==> config.mk <==
export PLATFORM = sky130hd
export DESIGN_NAME = keypad_four_function_calculator_flat
export DESIGN_NICKNAME = d
export VERILOG_FILES = /design/src/design/kffc_pkg.sv /design/src/design/kffc_ifs.sv /design/src/design/kffc_alu.sv /design/src/design/keypad_four_function_calculator.sv /design/src/flat_wrapper.sv
export SDC_FILE = /design/constraint.sdc
export NUM_CORES = 1
export LEC_CHECK = 0
export BUFFER_PORTS_ARGS = -buffer_cell sky130_fd_sc_hd__buf_2
export CAP_MARGIN = 10
export CORE_MARGIN = 2
export CORE_UTILIZATION = 59
export CTS_BUF_LIST = sky130_fd_sc_hd__clkbuf_4 sky130_fd_sc_hd__clkbuf_8
export CTS_CLUSTER_DIAMETER = 150
export CTS_CLUSTER_SIZE = 20
export DETAILED_ROUTE_END_ITERATION = 7
export PLACE_DENSITY = 0.77
export SLEW_MARGIN = 0
export SYNTH_ARGS = -nofsm -noshare
export SYNTH_HDL_FRONTEND = slang
export SYNTH_HIERARCHICAL = 1
export SYNTH_SLANG_ARGS = --single-unit
==> constraint.sdc <==
create_clock -name i_clk -period 5.2 [get_ports i_clk]
set_input_delay 1.04 -clock i_clk [delete_from_list [all_inputs] [get_ports i_clk]]
set_output_delay 1.04 -clock i_clk [all_outputs]
set_load 0.03 [all_outputs]
==> src/design/kffc_pkg.sv <==
// ----------------------------------------------------------------------------
// kffc_pkg
// Shared types, key codes and constants for the keypad four-function
// calculator.
// ----------------------------------------------------------------------------
package kffc_pkg;

    // field widths
    localparam int KEY_W    = 8;
    localparam int STATUS_W = 3;
    localparam int ANS_W    = 63;
    localparam int ENTRY_W  = 27;

    // parameter defaults
    localparam int DEF_FRAC_BITS  = 8;
    localparam int DEF_MAX_DIGITS = 8;

    // key codes
    localparam logic [KEY_W-1:0] KEY_DIGIT_MAX = 8'd9;
    localparam logic [KEY_W-1:0] KEY_CLEAR     = 8'd13;
    localparam logic [KEY_W-1:0] KEY_MUL       = 8'd42;
    localparam logic [KEY_W-1:0] KEY_ADD       = 8'd43;
    localparam logic [KEY_W-1:0] KEY_SUB       = 8'd45;
    localparam logic [KEY_W-1:0] KEY_DIV       = 8'd47;
    localparam logic [KEY_W-1:0] KEY_EQ        = 8'd61;

    // pending operator
    typedef enum logic [2:0] {
        OP_NONE = 3'd0,
        OP_ADD  = 3'd1,
        OP_SUB  = 3'd2,
        OP_MUL  = 3'd3,
        OP_DIV  = 3'd4
    } t_op;

    // result status codes
    typedef enum logic [STATUS_W-1:0] {
        ST_IGNORED  = 3'd0,
        ST_ACCEPTED = 3'd1,
        ST_ANSWER   = 3'd2,
        ST_DIV_ZERO = 3'd3,
        ST_NO_OP    = 3'd4
    } t_status;

    // request from the key sequencer to the arithmetic unit
    typedef struct packed {
        logic start;
        t_op  op;
    } t_alu_req;

    // largest entry for a given number of digits, worked out at elaboration
    function automatic logic [ENTRY_W-1:0] entry_limit(input int digits);
        logic [63:0] v;
        v = 64'd1;
        for (int i = 0; i < digits; i++) begin
            v = v * 64'd10;
        end
        return ENTRY_W'(v - 64'd1);
    endfunction

endpackage

==> src/design/kffc_ifs.sv <==
// ----------------------------------------------------------------------------
// kffc_ifs
// Valid/ready channels of the calculator: key items in, result items out.
// ----------------------------------------------------------------------------

// key channel
interface kffc_key_if import kffc_pkg::*; ();
    logic             valid;
    logic             ready;
    logic [KEY_W-1:0] key_code;

    modport source (output valid, output key_code, input ready);
    modport sink   (input valid, input key_code, output ready);
endinterface

// result channel
interface kffc_res_if import kffc_pkg::*; ();
    logic                    valid;
    logic                    ready;
    logic [STATUS_W-1:0]     status;
    logic signed [ANS_W-1:0] answer;

    modport source (output valid, output status, output answer, input ready);
    modport sink   (input valid, input status, input answer, output ready);
endinterface

==> src/design/kffc_alu.sv <==
// ----------------------------------------------------------------------------
// kffc_alu
// Iterative arithmetic unit: one shared 29-bit add/subtract stage under a
// step counter does add, subtract, shift-add multiply and restoring divide.
// ----------------------------------------------------------------------------
module kffc_alu import kffc_pkg::*; #(
    parameter int FRAC_BITS = DEF_FRAC_BITS
) (
    input  logic               i_clk,
    input  logic               i_rst_n,
    input  t_alu_req           i_req,
    input  logic [ENTRY_W-1:0] i_opa,
    input  logic [ENTRY_W-1:0] i_opb,
    output logic               o_done,
    output logic [ANS_W-1:0]   o_result
);

    localparam int LW    = ENTRY_W + FRAC_BITS;
    localparam int ACC_W = ENTRY_W + 2;
    localparam int CNT_W = $clog2(LW);

    typedef enum logic [1:0] {
        S_IDLE,
        S_RUN,
        S_DONE
    } t_state;

    t_state             r_state;
    t_op                r_op;
    logic [CNT_W-1:0]   r_cnt;
    logic [ACC_W-1:0]   r_hi;
    logic [LW-1:0]      r_lo;

    logic [ACC_W-1:0]   add_x;
    logic [ACC_W-1:0]   add_y;
    logic               add_sub;
    logic [ACC_W-1:0]   add_sum;

    // operand selection for the shared adder
    always_comb begin
        add_x   = '0;
        add_y   = '0;
        add_sub = 1'b0;
        unique case (r_op)
            OP_ADD: begin
                add_x = {2'b00, i_opa};
                add_y = {2'b00, i_opb};
            end
            OP_SUB: begin
                add_x   = {2'b00, i_opa};
                add_y   = {2'b00, i_opb};
                add_sub = 1'b1;
            end
            OP_MUL: begin
                add_x = r_hi;
                add_y = r_lo[FRAC_BITS] ? {2'b00, i_opa} : '0;
            end
            OP_DIV: begin
                // partial remainder shifted left with the next dividend bit
                add_x   = {1'b0, r_hi[ENTRY_W-1:0], r_lo[LW-1]};
                add_y   = {2'b00, i_opb};
                add_sub = 1'b1;
            end
            default: begin
                add_x = '0;
            end
        endcase
    end

    // shared add/subtract stage
    assign add_sum = add_x + (add_y ^ {ACC_W{add_sub}}) + ACC_W'(add_sub);

    // step sequencer
    always_ff @(posedge i_clk) begin
        if (!i_rst_n) begin
            r_state <= S_IDLE;
            r_op    <= OP_NONE;
            r_cnt   <= '0;
        end else begin
            unique case (r_state)
                S_IDLE: begin
                    if (i_req.start) begin
                        r_op    <= i_req.op;
                        r_hi    <= '0;
                        r_state <= S_RUN;
                        // multiplier or dividend sits in the top of the low word
                        r_lo    <= (i_req.op == OP_DIV) ? (LW'(i_opa) << FRAC_BITS)
                                                        : (LW'(i_opb) << FRAC_BITS);
                        unique case (i_req.op)
                            OP_MUL:  r_cnt <= CNT_W'(ENTRY_W - 1);
                            OP_DIV:  r_cnt <= CNT_W'(LW - 1);
                            default: r_cnt <= '0;
                        endcase
                    end
                end
                S_RUN: begin
                    unique case (r_op)
                        OP_ADD, OP_SUB: begin
                            r_hi <= add_sum;
                        end
                        OP_MUL: begin
                            r_hi <= {1'b0, add_sum[ACC_W-1:1]};
                            r_lo <= {add_sum[0], r_lo[LW-1:1]};
                        end
                        OP_DIV: begin
                            // keep the difference only when no borrow
                            r_hi <= add_sum[ACC_W-1] ? add_x : add_sum;
                            r_lo <= {r_lo[LW-2:0], ~add_sum[ACC_W-1]};
                        end
                        default: begin
                            r_hi <= r_hi;
                        end
                    endcase
                    if (r_cnt == '0) begin
                        r_state <= S_DONE;
                    end else begin
                        r_cnt <= r_cnt - 1'b1;
                    end
                end
                S_DONE: begin
                    r_state <= S_IDLE;
                end
                default: begin
                    r_state <= S_IDLE;
                end
            endcase
        end
    end

    assign o_done = (r_state == S_DONE);

    // scale to fixed point
    always_comb begin
        unique case (r_op)
            OP_ADD, OP_SUB: o_result = ANS_W'($signed(r_hi)) << FRAC_BITS;
            OP_MUL:         o_result = ANS_W'({r_hi[ENTRY_W-1:0],
                                               r_lo[LW-1 -: ENTRY_W]}) << FRAC_BITS;
            OP_DIV:         o_result = ANS_W'(r_lo);
            default:        o_result = '0;
        endcase
    end

endmodule

==> src/design/keypad_four_function_calculator.sv <==
// ----------------------------------------------------------------------------
// keypad_four_function_calculator
// Decimal keypad calculator: digits build an entry, an operator key keeps
// the first operand, '=' works out add, subtract, multiply or divide into a
// signed fixed-point answer.
// ----------------------------------------------------------------------------
//  channel | dir | handshake     | payload
//  i_key   | in  | valid / ready | key_code [7:0]
//  o_res   | out | valid / ready | status [2:0], answer [62:0] signed
//
//  digit, operator, clear and ignored keys: result item in the cycle after the key.
//  '=' with no operator or a zero divisor: the same; any other '=' starts kffc_alu and
//  the result item follows once its add, subtract, multiply or divide steps are done.
//  one key at a time: i_key.ready is low until the result item is taken.
//  synchronous reset clears entry, operand, operator and kept answer.
// ----------------------------------------------------------------------------
module keypad_four_function_calculator import kffc_pkg::*; #(
    parameter int FRAC_BITS  = DEF_FRAC_BITS,
    parameter int MAX_DIGITS = DEF_MAX_DIGITS
) (
    input  logic       i_clk,
    input  logic       i_rst_n,
    kffc_key_if.sink   i_key,
    kffc_res_if.source o_res
);

    localparam logic [ENTRY_W-1:0] ENTRY_LIMIT = entry_limit(MAX_DIGITS);
    localparam int                 DSUM_W      = ENTRY_W + 4;

    typedef enum logic [1:0] {
        S_IDLE,
        S_CALC,
        S_OUT
    } t_state;

    t_state              r_state;
    logic [ENTRY_W-1:0]  r_entry;
    logic [ENTRY_W-1:0]  r_first;
    t_op                 r_op;
    logic [ANS_W-1:0]    r_answer;
    logic [STATUS_W-1:0] r_status;

    logic                in_acc;
    logic [KEY_W-1:0]    key;
    logic                is_digit;
    logic                is_op_key;
    logic [DSUM_W-1:0]   digit_sum;
    logic [ENTRY_W-1:0]  n_entry;
    t_op                 key_op;
    t_alu_req            alu_req;
    logic                alu_done;
    logic [ANS_W-1:0]    alu_result;

    assign in_acc = i_key.valid && i_key.ready;
    assign key    = i_key.key_code;

    // key decode
    assign is_digit  = (key <= KEY_DIGIT_MAX);
    assign is_op_key = (key == KEY_ADD) || (key == KEY_SUB) ||
                       (key == KEY_MUL) || (key == KEY_DIV);

    always_comb begin
        priority case (key)
            KEY_ADD: key_op = OP_ADD;
            KEY_SUB: key_op = OP_SUB;
            KEY_MUL: key_op = OP_MUL;
            default: key_op = OP_DIV;
        endcase
    end

    // entry times ten plus digit, saturating
    assign digit_sum = (DSUM_W'(r_entry) << 3) + (DSUM_W'(r_entry) << 1)
                     + DSUM_W'(key[3:0]);
    assign n_entry   = (digit_sum > DSUM_W'(ENTRY_LIMIT)) ? ENTRY_LIMIT
                                                          : digit_sum[ENTRY_W-1:0];

    // start the arithmetic unit on '=' with a usable operator
    always_comb begin
        alu_req.op    = r_op;
        alu_req.start = in_acc && (key == KEY_EQ) && (r_op != OP_NONE) &&
                        !((r_op == OP_DIV) && (r_entry == '0));
    end

    kffc_alu #(
        .FRAC_BITS (FRAC_BITS)
    ) u_alu (
        .i_clk    (i_clk),
        .i_rst_n  (i_rst_n),
        .i_req    (alu_req),
        .i_opa    (r_first),
        .i_opb    (r_entry),
        .o_done   (alu_done),
        .o_result (alu_result)
    );

    // key sequencer and output register
    always_ff @(posedge i_clk) begin
        if (!i_rst_n) begin
            r_state  <= S_IDLE;
            r_entry  <= '0;
            r_first  <= '0;
            r_op     <= OP_NONE;
            r_answer <= '0;
            r_status <= ST_IGNORED;
        end else begin
            unique case (r_state)
                S_IDLE: begin
                    if (in_acc) begin
                        r_state <= S_OUT;
                        priority if (is_digit) begin
                            r_entry  <= n_entry;
                            r_status <= ST_ACCEPTED;
                        end else if (is_op_key) begin
                            r_op     <= key_op;
                            r_first  <= r_entry;
                            r_entry  <= '0;
                            r_status <= ST_ACCEPTED;
                        end else if (key == KEY_EQ) begin
                            priority if (r_op == OP_NONE) begin
                                r_status <= ST_NO_OP;
                            end else if ((r_op == OP_DIV) && (r_entry == '0)) begin
                                r_status <= ST_DIV_ZERO;
                            end else begin
                                r_state <= S_CALC;
                            end
                        end else if (key == KEY_CLEAR) begin
                            r_entry  <= '0;
                            r_first  <= '0;
                            r_op     <= OP_NONE;
                            r_status <= ST_ACCEPTED;
                        end else begin
                            r_status <= ST_IGNORED;
                        end
                    end
                end
                S_CALC: begin
                    if (alu_done) begin
                        r_answer <= alu_result;
                        r_status <= ST_ANSWER;
                        r_state  <= S_OUT;
                    end
                end
                S_OUT: begin
                    if (o_res.ready) begin
                        r_state <= S_IDLE;
                    end
                end
                default: begin
                    r_state <= S_IDLE;
                end
            endcase
        end
    end

    assign i_key.ready  = (r_state == S_IDLE);
    assign o_res.valid  = (r_state == S_OUT);
    assign o_res.status = r_status;
    assign o_res.answer = r_answer;

    // the arithmetic unit only finishes while a calculation is pending
    a_done_in_calc: assert property (@(posedge i_clk) disable iff (!i_rst_n)
        alu_done |-> (r_state == S_CALC))
        else $error("arithmetic unit finished outside a calculation");

    // the entry never passes the saturation limit
    a_entry_limit: assert property (@(posedge i_clk) disable iff (!i_rst_n)
        in_acc && is_digit |=> (r_entry <= ENTRY_LIMIT) && (r_status == ST_ACCEPTED))
        else $error("entry above its limit after a digit");

    // '=' with no operator reports it at once
    a_no_op: assert property (@(posedge i_clk) disable iff (!i_rst_n)
        in_acc && (key == KEY_EQ) && (r_op == OP_NONE)
        |=> o_res.valid && (r_status == ST_NO_OP))
        else $error("missing operator not reported");

    // divide by zero keeps the answer
    a_div_zero: assert property (@(posedge i_clk) disable iff (!i_rst_n)
        in_acc && (key == KEY_EQ) && (r_op == OP_DIV) && (r_entry == '0)
        |=> (r_status == ST_DIV_ZERO) && (r_answer == $past(r_answer)))
        else $error("divide by zero changed the kept answer");

endmodule

==> src/flat_wrapper.sv <==
// flat-port wrapper written by rule: the top's interface ports become plain ports
module keypad_four_function_calculator_flat import kffc_pkg::*;
#(
    parameter int FRAC_BITS  = DEF_FRAC_BITS,
    parameter int MAX_DIGITS = DEF_MAX_DIGITS
)
  (i_clk, i_rst_n, i_key_valid, i_key_key_code, i_key_ready, o_res_valid, o_res_status, o_res_answer, o_res_ready);
  kffc_key_if i_key_i ();
  kffc_res_if o_res_i ();
  input  logic i_clk;
  input  logic i_rst_n;
  input wire logic [$bits(i_key_i.valid)-1:0] i_key_valid;
  input wire logic [$bits(i_key_i.key_code)-1:0] i_key_key_code;
  output wire logic [$bits(i_key_i.ready)-1:0] i_key_ready;
  output wire logic [$bits(o_res_i.valid)-1:0] o_res_valid;
  output wire logic [$bits(o_res_i.status)-1:0] o_res_status;
  output wire logic [$bits(o_res_i.answer)-1:0] o_res_answer;
  input wire logic [$bits(o_res_i.ready)-1:0] o_res_ready;
  assign i_key_i.valid = i_key_valid;
  assign i_key_i.key_code = i_key_key_code;
  assign i_key_ready = i_key_i.ready;
  assign o_res_valid = o_res_i.valid;
  assign o_res_status = o_res_i.status;
  assign o_res_answer = o_res_i.answer;
  assign o_res_i.ready = o_res_ready;
  keypad_four_function_calculator #(.FRAC_BITS(FRAC_BITS), .MAX_DIGITS(MAX_DIGITS)) u_core (.i_clk(i_clk), .i_rst_n(i_rst_n), .i_key(i_key_i), .o_res(o_res_i));
endmodule
==> out/summary.md, run 1 <==
The average detailed-routed wire length per instance was 20.4 um; the maximum single-stage delay on the critical path was 0.87 ns. Clock network fraction of design power: 39.1%. After the first detailed-routing iteration, the DRC count stood at 1417. In this run, the combinational gates consume 2.2% of the power.

The logs give 58.7% for the sequential power share and 6 for the number of warnings issued by yosys. Using the TritonRoute via totals, the vias-per-cell ratio works out to 6.58. In this run the most critical hold path is launched from u_core/o_res.answer[43].

Setup repair after global routing left no endpoint under its margin. The shortest period the worst path allows was 4.82 ns. Counting instances, the worst hold path has a depth of 2. The post-route core utilization is 64.6%. The maximum clock frequency is 208 MHz, and the worst-path maximum fanout is 26. The count of cells resized by post-cts repair was 0.

Final max-slew violation count: 0. The floorplan step set the die width to 162 um. Worst setup slack for register-to-register paths: 0.38 ns. The net switching component of the power was 0.716 mW. The type of destination of the critical path was a flip-flop. The tool flagged a number of max-cap violations equal to 0. Of the synthesized area, sequential elements account for 31.4%. The number of sinks handled by clock tree synthesis is 200. The final layout contains 1905 nets. The power per unit of standard cell area was 173 nW/um^2; the number of standard cells after synthesis was 1803. Buffer type at the clock tree root: clkbuf_8.

The clock arrives with 0.0364 ns of skew. The clock reaches the later pin of the worst-skew pair after 0.50 ns. The run gives 2 as the buffer depth of the longest clock path. After routing, the total negative slack on setup checks comes to 0 ns.

Summing over every cut layer, the via total after detailed routing is 14105. The fraction of synthesis flops using an asynchronous set or reset pin is 0%. For the number of buffers inserted by post-CTS setup repair, the log shows 0. Cells with a size suffix above 1 make up 12.5% of the layout.

The area growth from synthesis to layout works out to 6.78%. Data on the critical path arrives at its endpoint at 5.14 ns. The count of antenna diodes in the layout is 0. The run gives 14800 um^2 as the post-synthesis cell area.

Yosys attributes the largest share of cell area to dfxtp_1 (18%), edfxtp_1 (13%), nand2_1 (7.9%), ha_1 (6.9%), a21boi_0 (4.8%). The logs give 0 for the number of setup violations in the final report and 87 for the number of distinct standard cells referenced by the synthesized netlist. Kind of critical path: reg2reg. The initialized floorplan defines 57 standard-cell rows.

Counting the fill cells in the layout gives 2114. The count of flip-flops with a built-in enable after synthesis was 64. The floorplan step defined a die boundary enclosing 26400 um^2. The final hold violation count came out at 0. Entering global routing, the biggest net connects 105 pins.

The standard cell with the maximum stage delay on the critical path was and2_1. Across the VDD grid, the largest voltage drop is 0.152 mV. The dominant register cell in the synthesized netlist is dfxtp_1. The number of hold buffers added after CTS was 0. For the data required time at the worst endpoint, the log shows 5.52 ns. Walking the worst path, the cells encountered are and3b_2 > and2_1 > a22oi_1 > xnor2_1 > ha_1 > a211oi_1 > o211a_1 > a211oi_2 > and4_1 > nor3_4 > nor2_4 > o211ai_1 > o211ai_1. The floorplan step defined a core boundary enclosing 24500 um^2.

The internal portion of the total power is 2.01 mW. The total overflow reported by the global router was 0. TritonCTS built the clock tree. After clock tree synthesis, the clock-pin slew on the worst setup and hold paths is 0.13 ns.

The type of the worst min-delay path is reg2reg. The post-synthesis average cell area came out at 8.20 um^2. The floorplan step set the die height to 162 um. Cell taking the most area after synthesis: dfxtp_1. The worst flop-to-flop path startpoint is u_core/u_alu/r_op[2]. The relative slew slack is 20.7%. Of the available clock period, the critical path in the final layout requires 92.6%. The cell occurring most often along the worst timing path was o211ai_1. The category of the worst setup path launch point was a flip-flop. The run finished with clean final reports.

Synthesis inferred 200 register bits. The placer congestion estimate was 0.950; the leakage power was 6.25 nW. At the pin with the least slew margin, the transition time is 1.19 ns.

CTS built an H-tree with a depth of 4. The worst register-to-register path ends at u_core/u_alu/r_hi[9]. Via count of the first global-routing pass: 13160. The logs give 0 for the count of nets left with antenna violations after detail routing and 70.6 mm for the first-pass GRT wire length. In this run the tool buffered the top-level ports with 79 buffer cells. During I/O placement, the number of pins put on the boundary was 80. The switching portion of total power is 26.2%. The tools report the DRC violation count after routing as 0. The area share of the largest cell type after synthesis works out to 18.4%. The number of antenna violations at the first check in global routing is 1, and the number of cell instances on the worst register-to-register path is 13. Global routing used 33.2% of the available tracks across all layers. Synthesized net count: 1900.

Summed over all layers, the routed wires come to 43.7 mm. Once the floorplan was initialized, standard cells occupied 60.5% of the core. The endpoint of the worst hold-timing path is u_core/o_res.answer[43].

For the clock buffer count from CTS, the log shows 17. Detailed placement ended at an HPWL of 31.1 mm. The iteration count of the initial detailed-routing pass was 5.
## worst max path at each step
stage / depth (start not counted) / slack [ns] / start / end
after floorplan: 13 / 0.94 / i_key_key_code[3] / u_core/r_entry[3]
after global placement: 13 / 0.41 / i_key_key_code[3] / u_core/r_entry[16]
after detailed placement: 13 / 0.29 / i_key_key_code[3] / u_core/r_entry[16]
after CTS: 13 / 0.55 / u_core/u_alu/r_op[2] / u_core/u_alu/r_hi[9]
after global routing: 12 / 0.1 / u_core/u_alu/r_lo[8] / u_core/u_alu/r_hi[25]
final: 13 / 0.38 / u_core/u_alu/r_op[2] / u_core/u_alu/r_hi[9]
## cell usage in the layout, fill, tap and decap left out, types with 24 or more instances in the layout
master    Yosys  layout
nand2_1     313     312
a21o_1       49      49
o21ai_0      71      71
nor2b_1      44      42
dfxtp_1     136     136
a21oi_1     122     121
a22oi_1      68      68
nor2_1       51      48
nand3_1      55      55
nor3_1       24      24
mux2_2       27      27
xnor2_1      50      50
buf_2        13      79
buf_4         1      37
a21boi_0     94      94
a22o_1       34      34
edfxtp_1     64      64
a31oi_1      43      42
ha_1         82      82
a211oi_1     40      40
inv_1        41      41
## per-stage QoR
stage                     worst slack (ns)  area (um^2)  total power, mW  hold WS (ns)  cells
after floorplan                      0.937        14800             1.68         0.446   1803
after global placement               0.411        15400             1.70         0.450   2113
after detailed placement             0.289        15400             1.70         0.456   2113
after CTS                            0.549        15800             2.74         0.472   2145
after global routing                0.0958        15800             2.81         0.490   2145
final                                0.382        15800             2.73         0.468   2145
## routing by layer
layer / GRT usage, % / wire (um)
met5: 0 / 0
met4: 10.0 / 1010
met3: 6.70 / 4070
met2: 51.8 / 19400
met1: 46.7 / 19300
## synth_stat cells, types with 41 or more instances
master	number
a21boi_0	94
a21o_1	49
a21oi_1	122
a22oi_1	68
a31oi_1	43
clkbuf_1	96
dfxtp_1	136
edfxtp_1	64
ha_1	82
inv_1	41
nand2_1	313
nand3_1	55
nor2_1	51
nor2b_1	44
o21ai_0	71
xnor2_1	50
## critical path, delay by kind of cell (launching register included)
family | cells | cell delay, ns
and+or+nand+nor | 5 | 2.17
AOI/OAI and AO/OA | 6 | 1.54
adders and majority gates | 1 | 0.41
DFF | 1 | 0.33
xor gates and xnor gates | 1 | 0.19
## area by class of cell
cell class / count / area, um^2 / area share (%)
clock buffer: 18 / 241 / 1.53
inverter: 41 / 154 / 0.974
timing repair buffer: 116 / 673 / 4.26
clock inverter: 14 / 186 / 1.18
multi-input combinational: 1432 / 9490 / 60.1
sequential: 200 / 4640 / 29.4
tap: 324 / 405 / 2.57
## cells by family after synthesis
group                    Yosys count  share of synthesized area [%]
AO/OA/AOI/OAI                    637                           30.2
XOR/XNOR                          64                           3.79
adder cells (fa/ha/maj)           85                           7.34
buffers and inverters            171                           4.83
flip-flops                       200                           31.4
multiplexers                      39                           2.87
AND/OR/NAND/NOR                  607                           19.6
## registers in the layout, summed over array words and instances, names as in the netlist
register              cells
u_core/o_res.status       3
u_core/r_state            2
u_core/u_alu/r_cnt        6
u_core/u_alu/r_state      2
u_core/u_alu/r_hi        29
u_core/u_alu/r_op         3
u_core/o_res.answer      63
u_core/u_alu/r_lo        35
u_core/r_entry           27
u_core/r_op               3
u_core/r_first           27
## power by group through the flow
stage | Clock, mW | Combinational, mW | Sequential [mW]
floorplan | 0 | 0.0402 | 1.64
global placement | 0 | 0.0596 | 1.64
detailed placement | 0 | 0.0598 | 1.64
global route | 1.14 | 0.0655 | 1.60
CTS | 1.08 | 0.0599 | 1.60
finish | 1.07 | 0.0606 | 1.60
Power figures use the tool's default switching activity.
==> run 2: changes to the inputs <==
==> constraint.sdc (replaced) <==
create_clock -name i_clk -period 5.8 [get_ports i_clk]
set_input_delay 1.16 -clock i_clk [delete_from_list [all_inputs] [get_ports i_clk]]
set_output_delay 1.16 -clock i_clk [all_outputs]
set_load 0.03 [all_outputs]
==> run 2 against run 1 <==
Against the previous run: combinational power fell by 12%; via count fell by 0.70%; setup slack improved by 0.51 ns; clock skew fell by 0.0080 ns; sequential power fell by 10%; largest cell class unchanged; sequential share of layout area rose by 0.19 points; wire length fell by 1.3%; fmax fell by 1.9%; first-iteration DRC count rose by 23%.
==> out/summary.md, run 2 (same netlist as run 1, synthesis figures left out) <==
Across the VDD grid, the largest voltage drop is 0.114 mV. The number of clock buffers added by TritonCTS is 17. Max-cap violations in this run came to 0. Timing analysis after detailed placement gives a worst setup slack of 0.762 ns. For flop-to-flop paths, the worst setup slack is 0.89 ns.

The register with the most flip-flops in the layout has 63 of them. The power per unit of standard cell area came out at 154 nW/um^2. The leading cell type in the layout, fill and taps excluded is nand2_1.

Area used by sequential logic in the layout: 4640 um^2. The clock arrives with 0.0284 ns of skew. Across every metal layer, demand over resource in global routing totals 32.9%.

The buffer type at the clock tree root is clkbuf_8. The worst hold path begins at u_core/o_res.answer[13]. At the worst endpoint, the arrival time is 5.23 ns. STA classifies the critical path startpoint as a flip-flop. The first-pass GRT wire length is 69.6 mm. For the via count of the first global-routing pass, the log shows 12916. The logs give 80 for the I/O pin total and 1737 for the number of violations reported at the end of detailed-routing iteration 0. TritonCTS built the clock tree.

End of the worst register-to-register path: u_core/u_alu/r_hi[7]. The tools report the worst flop-to-flop path startpoint as u_core/u_alu/r_op[1]. The number of buffers inserted by post-CTS setup repair is 0. In this run, post-CTS hold repair placed 0 buffers. The run gives 0 as the total overflow reported by the global router. The clock net in this run drives a total of 200 sinks. The logs give 0 for the final max-slew violation count and 43.1 mm for the final wirelength. The HPWL after detailed placement is 30.8 mm.

The run gives 0 as the count of nets left with antenna violations after detail routing. Of all nets on the critical path, the largest fanout is 26. The DRC violation count after routing is 0. The tools report the combined area of the multi-input logic cells as 9490 um^2.

The vertical die dimension is 162 um. The final hold violation count is 0. Kind of critical path: reg2reg. Entering global routing, the biggest net connects 86 pins. Count of antenna diodes in the layout: 0. Setup repair after global routing left no endpoint under its margin. Once the floorplan was initialized, standard cells occupied 60.5% of the core.

The standard cell with the maximum stage delay on the critical path was and2_1. In the final timing run, aggregate negative setup slack is 0 ns. At the later pin of the worst-skew pair, clock insertion delay measures 0.49 ns.

The die covers 26400 um^2. Routability-driven placement finished with a final weighted congestion of 0.954. The first detailed-routing pass took 7 iterations. In the post-route analysis, the smallest setup slack over all paths is 0.890 ns. Row generation in the floorplan step produced 57 rows. The worst setup path is captured at a flip-flop. The portion of the clock cycle consumed by the worst path in the final layout is 84.7%, and the buffer depth of the longest clock path is 2. The post-route netlist has 11.9% of its cells at a drive strength greater than 1. After clock tree synthesis, the clock-pin slew on the worst setup and hold paths is 0.12 ns.

The final route contains 14006 vias. Walking the worst path, the cells encountered are and3b_2 > and2_1 > a22oi_1 > xnor2_1 > ha_1 > nand4_1 > o211a_1 > a211oi_2 > and4_1 > nor3_4 > nor2_4 > nand3_1 > a21oi_1. The core region is 24500 um^2.

The number of cells on the worst reg-to-reg path is 13. The shortest period the worst path allows is 4.91 ns. The filler cell count was 2131; the average detailed-routed wire length per instance was 20.2 um.

During placement, the flow inserted port buffers numbering 79. Setup violations remaining at the end of the flow were counted as 0. The run finished with clean final reports. Static timing analysis puts the maximum clock frequency at 204 MHz. The leakage power was 6.19 nW; the count of cells resized by post-cts repair was 0.

The number of antenna violations at the first check in global routing was 2. The final net count is 1893. Leaving out fill and tap cells, the most frequent cells in the layout are nand2_1 (312), dfxtp_1 (136), a21oi_1 (121). At the pin with the least slew margin, the transition time is 1.21 ns.

Counting instances, the worst hold path has a depth of 2. The critical path contains buffers and inverters numbering 0 combined. The tightest min-delay check is of the reg2reg type. For the worst setup path, the data required time is 6.12 ns. Broken down by cell family, the worst path's largest delay share belongs to simple AND/OR/NAND/NOR gates.

The relative slew slack was 19.4%; the routed via count divided by cell count was 6.57. The largest single stage delay on the critical path is 0.81 ns. The area growth from synthesis to layout was 6.10%.

The worst hold path terminates at u_core/o_res.answer[13]. In this run the number of H-tree levels came out at 4. The die is 162 um wide.
-- run 2: worst max path at each step --
| stage | from | to | cells after the start |
|---|---|---|---|
| global route | u_core/u_alu/r_op[1] | u_core/u_alu/r_hi[27] | 13 |
| finish | u_core/u_alu/r_op[1] | u_core/u_alu/r_hi[7] | 13 |
| global placement | i_key_key_code[3] | u_core/r_entry[16] | 13 |
| CTS | u_core/u_alu/r_op[1] | u_core/u_alu/r_hi[27] | 13 |
| floorplan | i_key_key_code[3] | u_core/r_entry[3] | 13 |
| detailed placement | i_key_key_code[3] | u_core/r_entry[13] | 13 |
-- run 2: worst reg2reg max path: cells and delay by family (launching register included) --
family | cells | cell delay [ns]
simple gates | 7 | 2.48
compound gates | 4 | 1.06
flops | 1 | 0.60
fa+ha+maj | 1 | 0.42
xor+xnor | 1 | 0.19
-- run 2: power breakdown --
| group | internal [mW] | switching (mW) | total [mW] |
|---|---|---|---|
| Clock | 0.341 | 0.591 | 0.932 |
| Sequential | 1.43 | 0.00118 | 1.44 |
| Combinational | 0.0201 | 0.0334 | 0.0535 |
-- run 2: layer usage --
layer | global-route usage (%) | part of all wire [%] | vias to the layer above
li1 | - | - | 6630
met1 | 47.1 | 44 | 6696
met2 | 51.4 | 45 | 602
met3 | 5.40 | 8.8 | 78
met4 | 9.53 | 2.3 | 0
met5 | 0 | 0 | -
-- run 2: final cells by class --
type	count	area share, %
multi-input combinational	1432	60.5
tap	324	2.58
sequential	200	29.6
inverter	41	0.981
timing repair buffer	104	3.72
clock inverter	14	1.12
clock buffer	18	1.54
-- run 2: through the flow --
stage / area [um^2] / hold slack (ns) / std cells / total power [mW] / utilization, %
3_5_place_dp: 15300 / 0.455 / 2101 / 1.52 / 62.5
4_1_cts: 15700 / 0.472 / 2133 / 2.43 / 64.2
2_1_floorplan: 14800 / 0.446 / 1803 / 1.50 / -
3_3_place_gp: 15300 / 0.449 / 2101 / 1.52 / 62.5
6_report: 15700 / 0.471 / 2133 / 2.42 / 64.2
5_1_grt: 15700 / 0.490 / 2133 / 2.50 / 64.2
